## src/hdl/aabb_collision_clip_unit_assert.svh

```systemverilog
// ---------------------------------------------------------------------------
// aabb collision clip unit assertion macros
// concurrent assertion shorthands used by the top rtl file of the unit
// ---------------------------------------------------------------------------
`ifndef AABB_COLLISION_CLIP_UNIT_ASSERT_SVH
`define AABB_COLLISION_CLIP_UNIT_ASSERT_SVH

// same-cycle implication, disabled during reset
`define AABBCC_ASSERT_IMP(label, clk, rst_n, ante, cons, msg) \
    label: assert property (@(posedge clk) disable iff (!rst_n) (ante) |-> (cons)) \
        else $error(msg);

// next-cycle implication, disabled during reset
`define AABBCC_ASSERT_NXT(label, clk, rst_n, ante, cons, msg) \
    label: assert property (@(posedge clk) disable iff (!rst_n) (ante) |=> (cons)) \
        else $error(msg);

`endif

```

## src/hdl/aabbcc_pkg.sv

```systemverilog
// ---------------------------------------------------------------------------
// aabb collision clip package
// request modes and shared constants of the box collision and clip unit
// ---------------------------------------------------------------------------
`timescale 1ns / 1ps
`default_nettype none

package aabbcc_pkg;

    localparam int DEFAULT_COORD_WIDTH = 32;
    localparam int CLIP_MARGIN_WIDTH   = 16;
    localparam int MODE_WIDTH          = 3;
    localparam int NUM_AXES            = 3;

    typedef enum logic [MODE_WIDTH-1:0] {
        MODE_LOAD      = 3'd0,
        MODE_MOVE      = 3'd1,
        MODE_EXPAND    = 3'd2,
        MODE_CLIP_X    = 3'd3,
        MODE_CLIP_Y    = 3'd4,
        MODE_CLIP_Z    = 3'd5,
        MODE_INTERSECT = 3'd6
    } t_mode;

endpackage

`default_nettype wire

```

## src/hdl/aabbcc_axis_clip.sv

```systemverilog
// ---------------------------------------------------------------------------
// aabb collision clip, single axis limiter
// limits a displacement so the collider stops short of the held box
// ---------------------------------------------------------------------------
`timescale 1ns / 1ps
`default_nettype none

module aabbcc_axis_clip #(
    parameter int COORD_WIDTH = aabbcc_pkg::DEFAULT_COORD_WIDTH
) (
    input  wire logic signed [COORD_WIDTH-1:0]                  i_lo,
    input  wire logic signed [COORD_WIDTH-1:0]                  i_hi,
    input  wire logic signed [COORD_WIDTH-1:0]                  i_clo,
    input  wire logic signed [COORD_WIDTH-1:0]                  i_chi,
    input  wire logic signed [COORD_WIDTH-1:0]                  i_delta,
    input  wire logic        [aabbcc_pkg::CLIP_MARGIN_WIDTH-1:0] i_margin,
    input  wire logic                                           i_gate,
    output logic signed      [COORD_WIDTH-1:0]                  o_delta
);

    localparam int XW = COORD_WIDTH + 2;

    logic signed [XW-1:0] lo_x, hi_x, clo_x, chi_x, d_x, m_x;
    logic signed [XW-1:0] t_gap;    // lo - chi - margin
    logic signed [XW-1:0] u_gap;    // margin - (clo - hi)
    logic signed [XW-1:0] d1;
    logic signed [XW-1:0] d2;
    logic                 step1, step2, d1_neg;
    logic                 u_gt_t, u_gt_d;

    assign lo_x  = {{2{i_lo[COORD_WIDTH-1]}}, i_lo};
    assign hi_x  = {{2{i_hi[COORD_WIDTH-1]}}, i_hi};
    assign clo_x = {{2{i_clo[COORD_WIDTH-1]}}, i_clo};
    assign chi_x = {{2{i_chi[COORD_WIDTH-1]}}, i_chi};
    assign d_x   = {{2{i_delta[COORD_WIDTH-1]}}, i_delta};
    assign m_x   = {{(XW-aabbcc_pkg::CLIP_MARGIN_WIDTH){1'b0}}, i_margin};

    assign t_gap = lo_x - chi_x - m_x;
    assign u_gap = m_x - clo_x + hi_x;

    // approaching from below: d = min(d, gap - margin)
    assign step1 = i_gate && (d_x > 0) && (chi_x <= lo_x) && (t_gap < d_x);
    assign d1    = step1 ? t_gap : d_x;

    // both candidates of the second compare are worked out in parallel
    assign u_gt_t = u_gap > t_gap;
    assign u_gt_d = u_gap > d_x;
    assign d1_neg = step1 ? t_gap[XW-1] : d_x[XW-1];

    // approaching from above: d = max(d, margin - gap)
    assign step2 = i_gate && d1_neg && (clo_x >= hi_x) && (step1 ? u_gt_t : u_gt_d);
    assign d2    = step2 ? u_gap : d1;

    assign o_delta = d2[COORD_WIDTH-1:0];

endmodule

`default_nettype wire

```

## src/hdl/aabb_collision_clip_unit.sv

```systemverilog
// ---------------------------------------------------------------------------
// aabb collision clip unit
// holds one axis-aligned box; loads, moves, expands, clips and intersects
// ---------------------------------------------------------------------------
// usage:
//   requests enter on the s_axis channel: tuser carries the mode, tdata the
//   collider box faces and the three displacements. every request gives
//   exactly one result on m_axis: tdata holds the clipped displacement (zero
//   outside the clip modes), tuser the strict overlap flag of intersect.
//   clip_margin is written through i_cfg_wr_en / i_cfg_wr_data while idle.
// timing:
//   a request lands in an input register, is evaluated against the held box
//   by one pass of compare and saturating add logic, and its result goes to
//   the output register once that register is empty or being read.
//   one request per cycle is sustained while m_axis_tready is high; the box
//   update of a request is visible to the next one.
// reset:
//   synchronous, active low; box faces and clip_margin clear to zero and
//   both stages empty.
// stall:
//   while m_axis_tready is low the result holds, one more request is taken
//   into the input register, then s_axis_tready drops until the output moves.
// ---------------------------------------------------------------------------
`timescale 1ns / 1ps
`default_nettype none

`include "aabb_collision_clip_unit_assert.svh"

module aabb_collision_clip_unit #(
    parameter int COORD_WIDTH = aabbcc_pkg::DEFAULT_COORD_WIDTH,
    localparam int S_DATA_W   = ((9 * COORD_WIDTH + 7) / 8) * 8,
    localparam int M_DATA_W   = ((COORD_WIDTH + 7) / 8) * 8
) (
    input  wire logic                                       i_clk,
    input  wire logic                                       i_rst_n,

    input  wire logic                                       i_cfg_wr_en,
    input  wire logic [aabbcc_pkg::CLIP_MARGIN_WIDTH-1:0]   i_cfg_wr_data,

    input  wire logic                                       s_axis_tvalid,
    output logic                                            s_axis_tready,
    // other_x_lo, other_x_hi, other_y_lo, other_y_hi, other_z_lo,
    // other_z_hi, delta_x, delta_y, delta_z, zero pad
    input  wire logic [S_DATA_W-1:0]                        s_axis_tdata,
    // mode
    input  wire logic [aabbcc_pkg::MODE_WIDTH-1:0]          s_axis_tuser,

    output logic                                            m_axis_tvalid,
    input  wire logic                                       m_axis_tready,
    // clipped_delta, zero pad
    output logic [M_DATA_W-1:0]                             m_axis_tdata,
    // overlap_flag
    output logic                                            m_axis_tuser
);

    localparam int NA = aabbcc_pkg::NUM_AXES;
    localparam logic signed [COORD_WIDTH-1:0] C_MAX = {1'b0, {(COORD_WIDTH-1){1'b1}}};
    localparam logic signed [COORD_WIDTH-1:0] C_MIN = {1'b1, {(COORD_WIDTH-1){1'b0}}};

    // configuration
    logic [aabbcc_pkg::CLIP_MARGIN_WIDTH-1:0] r_margin;

    // input stage
    logic                                  r_s1_valid;
    logic [aabbcc_pkg::MODE_WIDTH-1:0]     r_s1_mode;
    logic signed [COORD_WIDTH-1:0]         r_s1_clo   [NA];
    logic signed [COORD_WIDTH-1:0]         r_s1_chi   [NA];
    logic signed [COORD_WIDTH-1:0]         r_s1_delta [NA];

    // held box
    logic signed [COORD_WIDTH-1:0]         r_lo [NA];
    logic signed [COORD_WIDTH-1:0]         r_hi [NA];
    logic signed [COORD_WIDTH-1:0]         n_lo [NA];
    logic signed [COORD_WIDTH-1:0]         n_hi [NA];

    // result stage
    logic                                  r_out_valid;
    logic signed [COORD_WIDTH-1:0]         r_out_delta;
    logic                                  r_out_flag;
    logic signed [COORD_WIDTH-1:0]         n_out_delta;
    logic                                  n_out_flag;

    logic                                  s1_adv;
    logic                                  in_fire;
    logic [NA-1:0]                         ov;
    logic signed [COORD_WIDTH-1:0]         sat_lo [NA];
    logic signed [COORD_WIDTH-1:0]         sat_hi [NA];

    logic [1:0]                            clip_axis;
    logic                                  clip_gate;
    logic signed [COORD_WIDTH-1:0]         clip_res;

    assign s1_adv        = r_s1_valid && (!r_out_valid || m_axis_tready);
    assign s_axis_tready = !r_s1_valid || s1_adv;
    assign in_fire       = s_axis_tvalid && s_axis_tready;

    // ---------------- configuration register ----------------
    always_ff @(posedge i_clk) begin
        if (!i_rst_n) begin
            r_margin <= '0;
        end else if (i_cfg_wr_en) begin
            r_margin <= i_cfg_wr_data;
        end
    end

    // ---------------- input register ----------------
    always_ff @(posedge i_clk) begin
        if (!i_rst_n) begin
            r_s1_valid <= 1'b0;
        end else if (s_axis_tready) begin
            r_s1_valid <= s_axis_tvalid;
        end
    end

    always_ff @(posedge i_clk) begin
        if (in_fire) begin
            r_s1_mode <= s_axis_tuser;
            for (int a = 0; a < NA; a++) begin
                r_s1_clo[a]   <= s_axis_tdata[(2*a)*COORD_WIDTH +: COORD_WIDTH];
                r_s1_chi[a]   <= s_axis_tdata[(2*a+1)*COORD_WIDTH +: COORD_WIDTH];
                r_s1_delta[a] <= s_axis_tdata[(2*NA+a)*COORD_WIDTH +: COORD_WIDTH];
            end
        end
    end

    // ---------------- per-axis overlap and saturating face updates ----------------
    for (genvar a = 0; a < NA; a++) begin : g_axis
        logic signed [COORD_WIDTH:0]   sum_lo, sum_hi;
        logic signed [COORD_WIDTH-1:0] add_lo, add_hi;
        logic                          is_move;

        assign ov[a] = (r_s1_chi[a] > r_lo[a]) && (r_s1_clo[a] < r_hi[a]);

        // expand only pushes the face that the delta points at
        assign is_move = (r_s1_mode == aabbcc_pkg::MODE_MOVE);
        assign add_lo  = (is_move || r_s1_delta[a][COORD_WIDTH-1]) ? r_s1_delta[a] : '0;
        assign add_hi  = (is_move || (!r_s1_delta[a][COORD_WIDTH-1] && (r_s1_delta[a] != '0)))
                         ? r_s1_delta[a] : '0;

        assign sum_lo = {r_lo[a][COORD_WIDTH-1], r_lo[a]} + {add_lo[COORD_WIDTH-1], add_lo};
        assign sum_hi = {r_hi[a][COORD_WIDTH-1], r_hi[a]} + {add_hi[COORD_WIDTH-1], add_hi};

        assign sat_lo[a] = (sum_lo[COORD_WIDTH] == sum_lo[COORD_WIDTH-1])
                           ? sum_lo[COORD_WIDTH-1:0]
                           : (sum_lo[COORD_WIDTH] ? C_MIN : C_MAX);
        assign sat_hi[a] = (sum_hi[COORD_WIDTH] == sum_hi[COORD_WIDTH-1])
                           ? sum_hi[COORD_WIDTH-1:0]
                           : (sum_hi[COORD_WIDTH] ? C_MIN : C_MAX);
    end

    // ---------------- clip axis selection ----------------
    always_comb begin
        clip_axis = 2'd0;
        clip_gate = ov[1] && ov[2];
        unique case (aabbcc_pkg::t_mode'(r_s1_mode))
            aabbcc_pkg::MODE_CLIP_Y: begin
                clip_axis = 2'd1;
                clip_gate = ov[0] && ov[2];
            end
            aabbcc_pkg::MODE_CLIP_Z: begin
                clip_axis = 2'd2;
                clip_gate = ov[0] && ov[1];
            end
            default: begin
                clip_axis = 2'd0;
                clip_gate = ov[1] && ov[2];
            end
        endcase
    end

    aabbcc_axis_clip #(
        .COORD_WIDTH (COORD_WIDTH)
    ) u_axis_clip (
        .i_lo     (r_lo[clip_axis]),
        .i_hi     (r_hi[clip_axis]),
        .i_clo    (r_s1_clo[clip_axis]),
        .i_chi    (r_s1_chi[clip_axis]),
        .i_delta  (r_s1_delta[clip_axis]),
        .i_margin (r_margin),
        .i_gate   (clip_gate),
        .o_delta  (clip_res)
    );

    // ---------------- next box and result ----------------
    always_comb begin
        n_out_delta = '0;
        n_out_flag  = 1'b0;
        for (int a = 0; a < NA; a++) begin
            n_lo[a] = r_lo[a];
            n_hi[a] = r_hi[a];
        end
        unique case (aabbcc_pkg::t_mode'(r_s1_mode))
            aabbcc_pkg::MODE_LOAD: begin
                for (int a = 0; a < NA; a++) begin
                    n_lo[a] = r_s1_clo[a];
                    n_hi[a] = r_s1_chi[a];
                end
            end
            aabbcc_pkg::MODE_MOVE, aabbcc_pkg::MODE_EXPAND: begin
                for (int a = 0; a < NA; a++) begin
                    n_lo[a] = sat_lo[a];
                    n_hi[a] = sat_hi[a];
                end
            end
            aabbcc_pkg::MODE_CLIP_X, aabbcc_pkg::MODE_CLIP_Y, aabbcc_pkg::MODE_CLIP_Z: begin
                n_out_delta = clip_res;
            end
            aabbcc_pkg::MODE_INTERSECT: begin
                n_out_flag = &ov;
            end
            default: begin
                // unused mode: box untouched, zero result
                n_out_delta = '0;
            end
        endcase
    end

    always_ff @(posedge i_clk) begin
        if (!i_rst_n) begin
            for (int a = 0; a < NA; a++) begin
                r_lo[a] <= '0;
                r_hi[a] <= '0;
            end
        end else if (s1_adv) begin
            for (int a = 0; a < NA; a++) begin
                r_lo[a] <= n_lo[a];
                r_hi[a] <= n_hi[a];
            end
        end
    end

    // ---------------- output register ----------------
    always_ff @(posedge i_clk) begin
        if (!i_rst_n) begin
            r_out_valid <= 1'b0;
        end else if (s1_adv) begin
            r_out_valid <= 1'b1;
        end else if (m_axis_tready) begin
            r_out_valid <= 1'b0;
        end
    end

    always_ff @(posedge i_clk) begin
        if (s1_adv) begin
            r_out_delta <= n_out_delta;
            r_out_flag  <= n_out_flag;
        end
    end

    always_comb begin
        m_axis_tdata                  = '0;
        m_axis_tdata[COORD_WIDTH-1:0] = r_out_delta;
    end

    assign m_axis_tvalid = r_out_valid;
    assign m_axis_tuser  = r_out_flag;

    // ---------------- assertions ----------------
    `AABBCC_ASSERT_IMP(a_stall_blocks_input, i_clk, i_rst_n,
        r_s1_valid && r_out_valid && !m_axis_tready, !s_axis_tready,
        "input taken while both stages are full and output stalled")

    `AABBCC_ASSERT_NXT(a_advance_fills_output, i_clk, i_rst_n,
        s1_adv, r_out_valid,
        "advanced request did not reach the output register")

    `AABBCC_ASSERT_NXT(a_load_sets_box, i_clk, i_rst_n,
        s1_adv && (r_s1_mode == aabbcc_pkg::MODE_LOAD),
        (r_lo[0] == $past(r_s1_clo[0])) && (r_hi[2] == $past(r_s1_chi[2])),
        "load request did not replace the box")

    `AABBCC_ASSERT_NXT(a_query_keeps_box, i_clk, i_rst_n,
        s1_adv && (r_s1_mode != aabbcc_pkg::MODE_LOAD)
            && (r_s1_mode != aabbcc_pkg::MODE_MOVE)
            && (r_s1_mode != aabbcc_pkg::MODE_EXPAND),
        $stable(r_lo[0]) && $stable(r_hi[0]) && $stable(r_lo[1])
            && $stable(r_hi[1]) && $stable(r_lo[2]) && $stable(r_hi[2]),
        "clip or intersect request changed the box")

    `AABBCC_ASSERT_IMP(a_flag_excludes_delta, i_clk, i_rst_n,
        r_out_valid && r_out_flag, r_out_delta == '0,
        "overlap flag and clipped delta both set")

endmodule

`default_nettype wire
```

## config.mk

```make
export PLATFORM = sky130hd
export DESIGN_NAME = aabb_collision_clip_unit
export DESIGN_NICKNAME = d
export VERILOG_FILES = /design/src/hdl/aabbcc_pkg.sv /design/src/hdl/aabbcc_axis_clip.sv /design/src/hdl/aabb_collision_clip_unit.sv
export VERILOG_INCLUDE_DIRS = /design/src /design/src/hdl
export SDC_FILE = /design/constraint.sdc
export NUM_CORES = 2
export LEC_CHECK = 0
export BUFFER_PORTS_ARGS = -buffer_cell sky130_fd_sc_hd__buf_2
export CAP_MARGIN = 40
export CORE_MARGIN = 3
export CORE_UTILIZATION = 43
export DETAILED_ROUTE_END_ITERATION = 6
export GPL_TIMING_DRIVEN = 0
export SLEW_MARGIN = 10
export SYNTH_ARGS = -nofsm -noshare
export SYNTH_HDL_FRONTEND = slang
export SYNTH_HIERARCHICAL = 1
export SYNTH_SLANG_ARGS = --single-unit
```

## constraint.sdc

```tcl
create_clock -name i_clk -period 18.4 [get_ports i_clk]
set_input_delay 0.92 -clock i_clk [delete_from_list [all_inputs] [get_ports i_clk]]
set_output_delay 0.92 -clock i_clk [all_outputs]
set_load 0.1 [all_outputs]
```

==> impl_metrics.py <==
metrics = {
    "outcome": {
        "status": "complete, no violations",
    },
    "synthesis": {
        "async_flop_share_pct": 0,
        "synth_area_leaders": "edfxtp_1 32%, ha_1 17%, o21ai_0 4.5%",
        "syn_nets": 6336,
        "synth-seq-cells": 534,
        "syn-cell-area_um2": 49000,
        "synth_top_area_cell": "edfxtp_1",
        "yosysSeqAreaShare_pct": 32.4,
        "synthMuxAreaShare_pct": 5.15,
        "syn_avg_cell_area_um2": 9.18,
        "yosys.area_share.xor_xnor_pct": 3.74,
        "synth_compound_area_share_pct": 20.2,
        "synth_cell_types": 99,
        "yosys_warnings": 6,
        "synthSimpleGateAreaFrac_pct": 13.9,
        "synthAdderAreaFrac_pct": 18.9,
        "synth_top_family_by_area": "compound AO/OA/AOI/OAI gates",
        "synth-main-ff-cell": "edfxtp_1",
        "synth_edf_count": 516,
        "synth_top_area_share_pct": 31.6,
        "netlist_instances": 5331,
    },
    "sta": {
        "max_freq_mhz": 95.3,
        "skew_ns": 0.0471,
        "rsz0062_at_grt": "false",
        "hold_violations": 0,
        "setup_tns_ns": 0,
        "period_share_pct": 57.0,
        "drv_slew": 0,
        "setup_viol": 0,
        "max_slew_margin_pct": 29.0,
        "tightestPinTransition_ns": 1.05,
        "fin_crit_ns": 10.49,
    },
    "detailed_routing": {
        "drc": 0,
        "routedWlPerCell_um": 29.1,
        "antenna_left": 0,
        "drtIter0Drc": 4961,
        "drt_wl_total_um": 214000,
        "vias": 44718,
        "viasPerCell": 6.07,
        "first_pass_iters": 6,
    },
    "power": {
        "combPwrFrac_pct": 40.5,
        "ir_worst_vdd_uv": 70.5,
        "p_leak_nw": 25.0,
        "p_clk_share_pct": 28.8,
        "switching_power_mw": 2.01,
        "swShare_pct": 39.9,
        "p_per_area_nw_per_um2": 90.6,
        "p_seq_share_pct": 30.7,
        "intPower_mw": 3.04,
    },
    "clock_tree": {
        "clock_latency_ns": 0.69,
        "cts-root-buf": "clkbuf_16",
        "clk_path_buf_depth": 3,
        "hold_buffers": 0,
        "postCtsSetupBuffers": 0,
        "cts_resized": 0,
        "cts.sinks": 534,
        "cts-buffers-inserted": 68,
        "clk_pin_slew_ns": 0.06,
        "cts_tree": "done",
        "cts_htree_levels": 3,
    },
    "finish": {
        "final_util_pct": 49.4,
        "drive_gt1_share_pct": 11.7,
        "layout.nets": 6810,
        "final_cells": 7363,
        "postLayoutCellArea_um2": 55700,
        "area_growth_pct": 13.8,
    },
    "place": {
        "dpl-instance-area_um2": 53400,
        "place_inst": 7234,
        "portBuffers": 345,
        "post-dp-hpwl_um": 182000,
        "routabilityCongestion": 1.02,
    },
    "flow_run": {
        "drv_cap": 0,
    },
    "setup_path": {
        "rr_worst_depth": 31,
        "timing.rr.start": "r_s1_mode[1]",
        "start_kind": "flop",
        "regToRegEndpoint": "m_axis_tdata[29]",
        "path_common_cell": "clkbuf_1",
        "endpoint_kind": "flop",
        "critical_path_class": "reg -> reg",
        "r2r_slack_ns": 7.91,
        "cp.arrival_ns": 10.89,
        "crit_slowest_cell": "a211oi_1",
        "cp_slowest_stage_delay_ns": 0.71,
        "path_max_fanout": 10,
        "required_ns": 18.80,
    },
    "grt": {
        "antenna_found_initial": 11,
        "overflow": 0,
        "grt_pass1_wl_um": 297000,
        "grt_pass1_vias": 42963,
        "grt_usage_pct": 35.3,
        "grt_max_degree": 69,
    },
    "floorplan": {
        "die_y_um": 343,
        "fp-row-count": 123,
        "core_um2": 113000,
        "initial_core_util_pct": 43.4,
        "io_pins": 347,
        "die_area_um2": 118000,
        "chipWidth_um": 343,
    },
    "hold_path": {
        "holdPathStages": 1,
        "hp-class": "in -> reg",
        "hold_start": "s_axis_tdata[141]",
        "hold_end": "r_s1_clo[2][13]",
    },
}
-- area by class of cell --
class                   count  area (µm²)
plain buffers             195         793
repair buffers            404        2510
clock inverters            45         574
multi-input cells        4079       30400
fillers                 10848       57100
clock buffers              78        1780
flip-flops and latches    534       15900
diodes                      5        12.5
well taps                1500        1880
inverters                 523        1960
-- worst max path at each step --
stage	from	endpoint	cells after the start	slack [ns]
finish	r_s1_mode[1]	m_axis_tdata[29]	31	7.91
global route	r_s1_mode[1]	m_axis_tdata[29]	31	7.45
CTS	r_s1_mode[1]	m_axis_tdata[29]	31	8.10
detailed placement	r_s1_mode[1]	m_axis_tdata[29]	31	8.22
global placement	m_axis_tready	r_s1_chi[1][25]	4	7.00
floorplan	m_axis_tready	r_s1_chi[0][0]	3	9.38
-- cell usage after synthesis (18+ instances only) --
| library cell | number |
|---|---|
| dfxtp_1 | 18 |
| o211ai_1 | 52 |
| xnor2_1 | 134 |
| edfxtp_1 | 516 |
| fa_1 | 38 |
| nor2b_1 | 152 |
| and2_1 | 142 |
| mux2i_1 | 202 |
| nor4_1 | 43 |
| o22ai_1 | 26 |
| nor3_1 | 69 |
| clkbuf_1 | 173 |
| ha_1 | 655 |
| xor2_1 | 75 |
| o31ai_1 | 23 |
| o21ai_0 | 443 |
| a21oi_1 | 396 |
| nand3_1 | 74 |
| nand4_1 | 92 |
| nand2b_1 | 46 |
| o221a_2 | 40 |
| inv_1 | 522 |
| o21ai_1 | 20 |
| a31oi_1 | 38 |
| nand2_1 | 341 |
| o21a_1 | 36 |
| o21bai_1 | 35 |
| nor2_1 | 297 |
| a21o_1 | 217 |
| maj3_2 | 28 |
| and3_1 | 32 |
| a211oi_1 | 51 |
-- cell families after synthesis --
logic type	after synthesis
compound gates	1549
simple gates	1359
fa+ha+maj	721
buf+inv	718
flops	534
mux	241
xor+xnor	209
-- stage by stage --
stage | power [mW] | worst slack [ns] | hold WS [ns]
floorplan | 2.87 | 9.38 | 0.483
global placement | 3.54 | 7.00 | 0.499
detailed placement | 3.56 | 8.22 | 0.505
CTS | 5.02 | 8.10 | 0.384
global route | 5.30 | 7.45 | 0.393
finish | 5.05 | 7.91 | 0.416
-- layer usage --
metal  part of all wire (%)  routed length, µm  GRT usage, %  up-vias
met3                    8.8              18800          7.06      504
met1                     40              86000          45.1    21534
li1                       -                  -             -    20423
met2                     45              95800          56.4     2251
met5                  0.021                 45             0        -
met4                    6.3              13600          19.1        6
-- cells in the final DEF (no fill, tap or decap), types with 16 or more instances in the layout --
cell	instances
clkbuf_1	178
a31oi_1	38
o22ai_1	26
nor2_1	297
o21a_1	36
inv_1	522
nand4_1	92
nor3_1	69
buf_2	367
maj3_2	28
o21ai_0	442
mux2i_1	202
ha_1	655
nor2b_1	152
o211ai_1	52
o221a_2	40
nand2_1	340
or2_2	17
nor4_1	43
nand3_1	74
dfxtp_1	18
buf_6	19
xor2_1	75
mux2_4	16
o31ai_1	23
a21o_1	217
a211oi_1	51
and3_1	32
and2_1	140
nand2b_1	46
o21bai_1	35
edfxtp_1	516
fa_1	38
xnor2_1	134
a21oi_1	396
clkbuf_16	69
o21ai_1	21
-- worst max-delay path, delay by kind of cell (launching register included) --
| family | cells | cell delay [ns] |
|---|---|---|
| AOI/OAI and AO/OA | 13 | 3.78 |
| and+or+nand+nor | 8 | 1.74 |
| muxes | 1 | 0.34 |
| buffers and inverters | 6 | 2.74 |
| DFF | 1 | 0.47 |
| adders and majority gates | 3 | 1.11 |
-- flip-flops by register name (all words and copies together) (netlist names) --
register       cells
r_s1_valid         1
m_axis_tdata      32
r_hi              96
r_lo              96
r_s1_chi          96
r_s1_delta        96
r_s1_clo          96
r_s1_mode          3
m_axis_tvalid      1
r_margin          16
m_axis_tuser       1
-- power by group through the flow --
stage                     sequential, mW  combinational (mW)  clock (mW)
after floorplan                     1.53                1.34           0
after global placement              1.59                1.96           0
after detailed placement            1.56                2.00           0
after CTS                           1.54                2.01        1.47
after global routing                1.55                2.24        1.52
final                               1.55                2.05        1.45
Power figures use the tool's default switching activity.
